`config.mk`:
```
export PLATFORM = sky130hd
export DESIGN_NAME = dara_alu
export DESIGN_NICKNAME = d
export VERILOG_FILES = /design/src/hdl/dara_pkg.sv /design/src/hdl/dara_alu.sv
export SDC_FILE = /design/constraint.sdc
export NUM_CORES = 1
export LEC_CHECK = 0
export BUFFER_PORTS_ARGS = -buffer_cell sky130_fd_sc_hd__buf_2
export CAP_MARGIN = 15
export CORE_UTILIZATION = 40
export DETAILED_ROUTE_END_ITERATION = 10
export GPL_TIMING_DRIVEN = 0
export MAX_ROUTING_LAYER = met4
export PLACE_DENSITY = 0.77
export SYNTH_ARGS = -nofsm -noshare
export SYNTH_HDL_FRONTEND = slang
export SYNTH_SLANG_ARGS = --single-unit
```
`constraint.sdc`:
```
create_clock -name vclk -period 7.5
set_input_delay 1.875 -clock vclk [all_inputs]
set_output_delay 1.875 -clock vclk [all_outputs]
set_load 0.01 [all_outputs]
```
`src/hdl/dara_pkg.sv`:
```
// ----------------------------------------------------------------------------
// dara_pkg
// Shared types and constants of the difference array range store.
// ----------------------------------------------------------------------------
package dara_pkg;

  // Function codes carried on the input side band.
  localparam logic [1:0] FUNC_LOAD = 2'd0;
  localparam logic [1:0] FUNC_ADD  = 2'd1;
  localparam logic [1:0] FUNC_SUM  = 2'd2;

  // Result status codes.
  localparam logic STATUS_OK  = 1'b0;
  localparam logic STATUS_ERR = 1'b1;

  // Field widths.
  localparam int IDX_W = 8;
  localparam int VAL_W = 32;
  localparam int SUM_W = 48;
  localparam int LEN_W = 9;

  // Reset value of the length register.
  localparam logic [LEN_W-1:0] LEN_RESET = 9'd256;

  // Sequencer states.
  typedef enum logic [3:0] {
    ST_IDLE,
    ST_DISPATCH,
    ST_ADD_RD,
    ST_ADD_WR,
    ST_ADD_WR2,
    ST_SUM_RD,
    ST_SUM_DRAIN,
    ST_RESP
  } state_e;

  // Request to the shared add/subtract unit.
  typedef struct packed {
    logic [VAL_W-1:0] a;
    logic [VAL_W-1:0] b;
    logic             sub;
  } alu_req_t;

endpackage

```
`src/hdl/dara_alu.sv`:
```
// ----------------------------------------------------------------------------
// dara_alu
// Shared 32-bit add/subtract unit used by load, range add and the sum walk.
// ----------------------------------------------------------------------------
module dara_alu (
  input  dara_pkg::alu_req_t              req_i,
  output logic [dara_pkg::VAL_W-1:0]      y_o
);

  // Elements wrap modulo 2^32, so a plain adder is all that is needed.
  always_comb begin
    if (req_i.sub) begin
      y_o = req_i.a - req_i.b;
    end else begin
      y_o = req_i.a + req_i.b;
    end
  end

endmodule

```
# Yosys cells after proc, flatten, opt, wreduce, memory -nomap -nowiden
# Index checks and enable logic that the tools add are counted.
[totals]
input_bits = 65
out_inout_bits = 32
reg_bits = 0
[op_classes]
addsub = 2
muxes = 1
[ops]
columns = ["op", "count"]
rows = [
  ["$add A32 B32 Y32", 1],
  ["$mux W32", 1],
  ["$sub A32 B32 Y32", 1],
]

# Depth between registers and ports, before layout
[depth]
ltp_word = 2
ltp_mapped = 16
depth_no_buf = 15

# Worst setup path before layout
# OpenSTA, ideal clock, no wires.
[synth_path]
path_type = "in2out"
start = "input port req_i[6] (netlist bit)"
end = "output port y_o[25] (netlist bit)"
setup_slack_ns = 0.386
path_stages = 15
required_ns = 5.625
arrival_time_ns = 5.239
path_cell_list = "or4_4 -> or3_4 -> nor2_2 -> nand2_1 -> nor3_1 -> a21oi_1 -> xnor2_1 -> ha_1 -> clkbuf_2 -> nand3_1 -> or3_1 -> o21ai_2 -> a311oi_1 -> o31ai_1 -> xor2_1"
[synth_via]
elab_chain_len = 2
word_cells_on_any_way = 3
[synth_rtl]
columns = ["item", "line_no", "text"]
rows = [
  ["from (decl)", "dara_alu.sv:6", "input dara_pkg::alu_req_t req_i,"],
  ["$add A32 B32 Y32 / $sub A32 B32 Y32 (equally long branches)", "dara_alu.sv:15, dara_alu.sv:13", ""],
  ["$mux W32 (*)", "dara_alu.sv:12", "if (req_i.sub) begin"],
  ["to (decl)", "dara_alu.sv:7", "output logic [dara_pkg::VAL_W-1:0] y_o"],
]
# Mark *: on every way between the ends. The rest lies on a longest branch, timed or not.

# Final worst setup path
[layout_path]
start = "input port req_i[5] (netlist bit)"
end = "output port y_o[29] (netlist bit)"
# The elaborated chain is that of the path after synthesis.

==> impl_metrics.env <==
export IMPL_run_status="finished, final reports clean"
export IMPL_netlist_area_um2=2360
export IMPL_period_minus_slack_ps=7450
export IMPL_yosysUniqueCellTypes=51
export IMPL_leakage_nw=1.44
export IMPL_ys_warn_count=0
export IMPL_peakVddDrop_mv=0.0744
export IMPL_p_sw_frac=0.551
export IMPL_arrival_ps=5570
export IMPL_final_util=0.578
export IMPL_synth_area_leaders="ha_1 17%, xnor2_1 16%, a21oi_1 9.6%, nor2_1 6.1%, xor2_1 5.6%"
export IMPL_antennaDiodeCount=0
export IMPL_place_port_buffers=97
export IMPL_drtAntennaViolNets=0
export IMPL_rsz0062_at_grt="true"
export IMPL_core_um2=5610
export IMPL_slew_viol_final=0
export IMPL_setup_violations=0
export IMPL_p_seq_frac=0
export IMPL_hold_viol=0
export IMPL_via_per_inst=5.51
export IMPL_antenna_found_initial=0
export IMPL_grt_pass1_vias=2596
export IMPL_synth_area_per_cell_um2=6.77
export IMPL_switching_power_mw=0.225
export IMPL_via_count=2902
export IMPL_setup_worst_path_start="req_i[5]"
export IMPL_stdcell_area_um2=3240
export IMPL_synth_seq_area_share=0
export IMPL_dp_hpwl_um=5800
export IMPL_drive_gt1_frac=0.336
export IMPL_crit_type="input port to output pin"
export IMPL_p_clk_frac=0
export IMPL_grt_pass1_wl_um=11200
export IMPL_gp_congestion=0.923
export IMPL_row_count=27
export IMPL_startpoint_type="input port"
export IMPL_hp_class="input port to output pin"
export IMPL_wl_per_cell_um=13.8
export IMPL_dpl_instance_area_um2=2930
export IMPL_cts_hold_repair_buffers=0
export IMPL_worst_slack_ps=51.2
export IMPL_drt_iter0_markers=132
export IMPL_grt_max_degree=11
export IMPL_final_cells=527
export IMPL_drv_cap=0
export IMPL_wl_um=7270
export IMPL_intPower_mw=0.184
export IMPL_relSlewSlack=0.578
export IMPL_synth_top_area_frac=0.170
export IMPL_finalCritPeriodShare=0.993
export IMPL_max_freq_mhz=134
export IMPL_min_to="y_o[1]"
export IMPL_dp_slack_ps=-207
export IMPL_cp_max_fo=4
export IMPL_nClkBuffers=0
export IMPL_drtPass1Iterations=4
export IMPL_drc=0
export IMPL_p_comb_frac=1.000
export IMPL_fp_dieH_um=78.8
export IMPL_cp_end_kind="output pin"
export IMPL_track_usage=0.221
export IMPL_power_density_nw_per_um2=126
export IMPL_syn_nets=446
export IMPL_netlist_instances=348
export IMPL_finalPower_mw=0.409
export IMPL_overflow=0
export IMPL_min_path_cells=3
export IMPL_dp_cells=517
export IMPL_die_w_um=78.8
export IMPL_start_util=0.420
export IMPL_nets=555
export IMPL_regArea_um2=0
export IMPL_worst_pin_slew_ps=628
export IMPL_seq_cells=0
export IMPL_required_ps=5620
export IMPL_synth_top_cell_by_area="ha_1"
export IMPL_area_delta_synth_final_pct=37.5
export IMPL_io_pins=97
export IMPL_hp_start="req_i[34]"
export IMPL_die_area_um2=6200
## what timing repair did
action | 4_1_cts | 5_1_grt
buffers inserted | 0 | 13
pin swaps | 0 | 27
gates resized for setup | 7 | 48
endpoints found under the setup margin | 6 | 12
endpoints found under the hold margin | 0 | 0
## final cells by class
cell class                 instances  area (um2)
multi-input combinational        322        2450
fill                             572        2370
timing repair buffer             110         599
tap                               72        90.1
inverter                          15        56.3
buffer                             8        46.3
## cell families (layout without fill, tap and decap cells)
logic type | Yosys count | in the layout | share of synthesized area
AO/OA/AOI/OAI | 105 | 105 | 0.280
XOR/XNOR | 58 | 58 | 0.219
adder cells (fa/ha/maj) | 33 | 33 | 0.178
buffers and inverters | 26 | 133 | 0.0425
multiplexers | 2 | 2 | 0.00902
AND/OR/NAND/NOR | 124 | 124 | 0.272
## power by group through the flow
| stage | registers, mW | clock network [mW] | logic, mW |
|---|---|---|---|
| floorplan | 0 | 0 | 0.246 |
| global placement | 0 | 0 | 0.358 |
| detailed placement | 0 | 0 | 0.363 |
| CTS | 0 | 0 | 0.368 |
| global route | 0 | 0 | 0.448 |
| finish | 0 | 0 | 0.409 |
## worst max-delay path, cell delays in order
cell	delay [ps]
buf_6	100
or4_4	530
buf_4	170
nor4_4	340
buf_4	180
nand2_1	50
nor2_1	140
nor2_1	70
xnor2_1	310
ha_2	360
and3_1	220
nor2b_1	140
o31a_1	270
a311oi_4	370
o211ai_1	160
xnor2_1	160
buf_2	150
## per-stage QoR
| step | TNS [ps] | hold slack, ps |
|---|---|---|
| 2_1_floorplan | 0 | 3910 |
| 3_3_place_gp | -607 | 4140 |
| 3_5_place_dp | -677 | 4130 |
| 4_1_cts | -11.7 | 4150 |
| 5_1_grt | -698 | 4160 |
| 6_report | 0 | 4140 |
## metal layers
layer / share of wire / vias up / track usage / wire length (um)
li1: - / 1484 / - / -
met1: 0.45 / 1323 / 0.291 / 3290
met2: 0.49 / 89 / 0.383 / 3540
met3: 0.055 / 6 / 0.0126 / 399
met4: 0.0070 / 0 / 0.0241 / 51
met5: 0 / - / - / 0
## cell usage after synthesis, drive strengths merged, types with 5 or more instances
library cell / count
a21o: 7
a21oi: 45
a31oi: 7
and3: 6
clkbuf: 9
ha: 32
inv: 15
nand2: 24
nand3: 9
nand4: 5
nor2: 39
nor2b: 5
nor3: 17
nor4: 5
o21a: 5
o21ai: 18
o21bai: 7
or3: 5
xnor2: 43
xor2: 15
## cells in the final DEF (no fill, tap or decap), types with 3 or more instances in the layout
| cell type | instances |
|---|---|
| buf_2 | 95 |
| xnor2_1 | 41 |
| nor2_1 | 37 |
| a21oi_1 | 36 |
| ha_1 | 29 |
| nand2_1 | 23 |
| inv_1 | 15 |
| xor2_1 | 15 |
| nor3_1 | 14 |
| o21ai_0 | 13 |
| buf_4 | 12 |
| nand3_1 | 9 |
| a31oi_1 | 7 |
| a21o_1 | 7 |
| a21oi_2 | 6 |
| o21bai_1 | 6 |
| nor2b_1 | 5 |
| buf_6 | 5 |
| nand4_1 | 5 |
| o21a_1 | 5 |
| clkbuf_1 | 4 |
| and3_1 | 4 |
| nor4_1 | 3 |
| or3_1 | 3 |
| a21oi_4 | 3 |
| o21ai_1 | 3 |
| o211ai_1 | 3 |
## how the worst max path moves through the flow
stage	endpoint	slack, ps
after global routing	y_o[30]	-140
final	y_o[29]	50
after floorplan	y_o[25]	390
after detailed placement	y_o[25]	-210
after global placement	y_o[25]	-180
after CTS	y_o[25]	-10
Power figures use the tool's default switching activity.
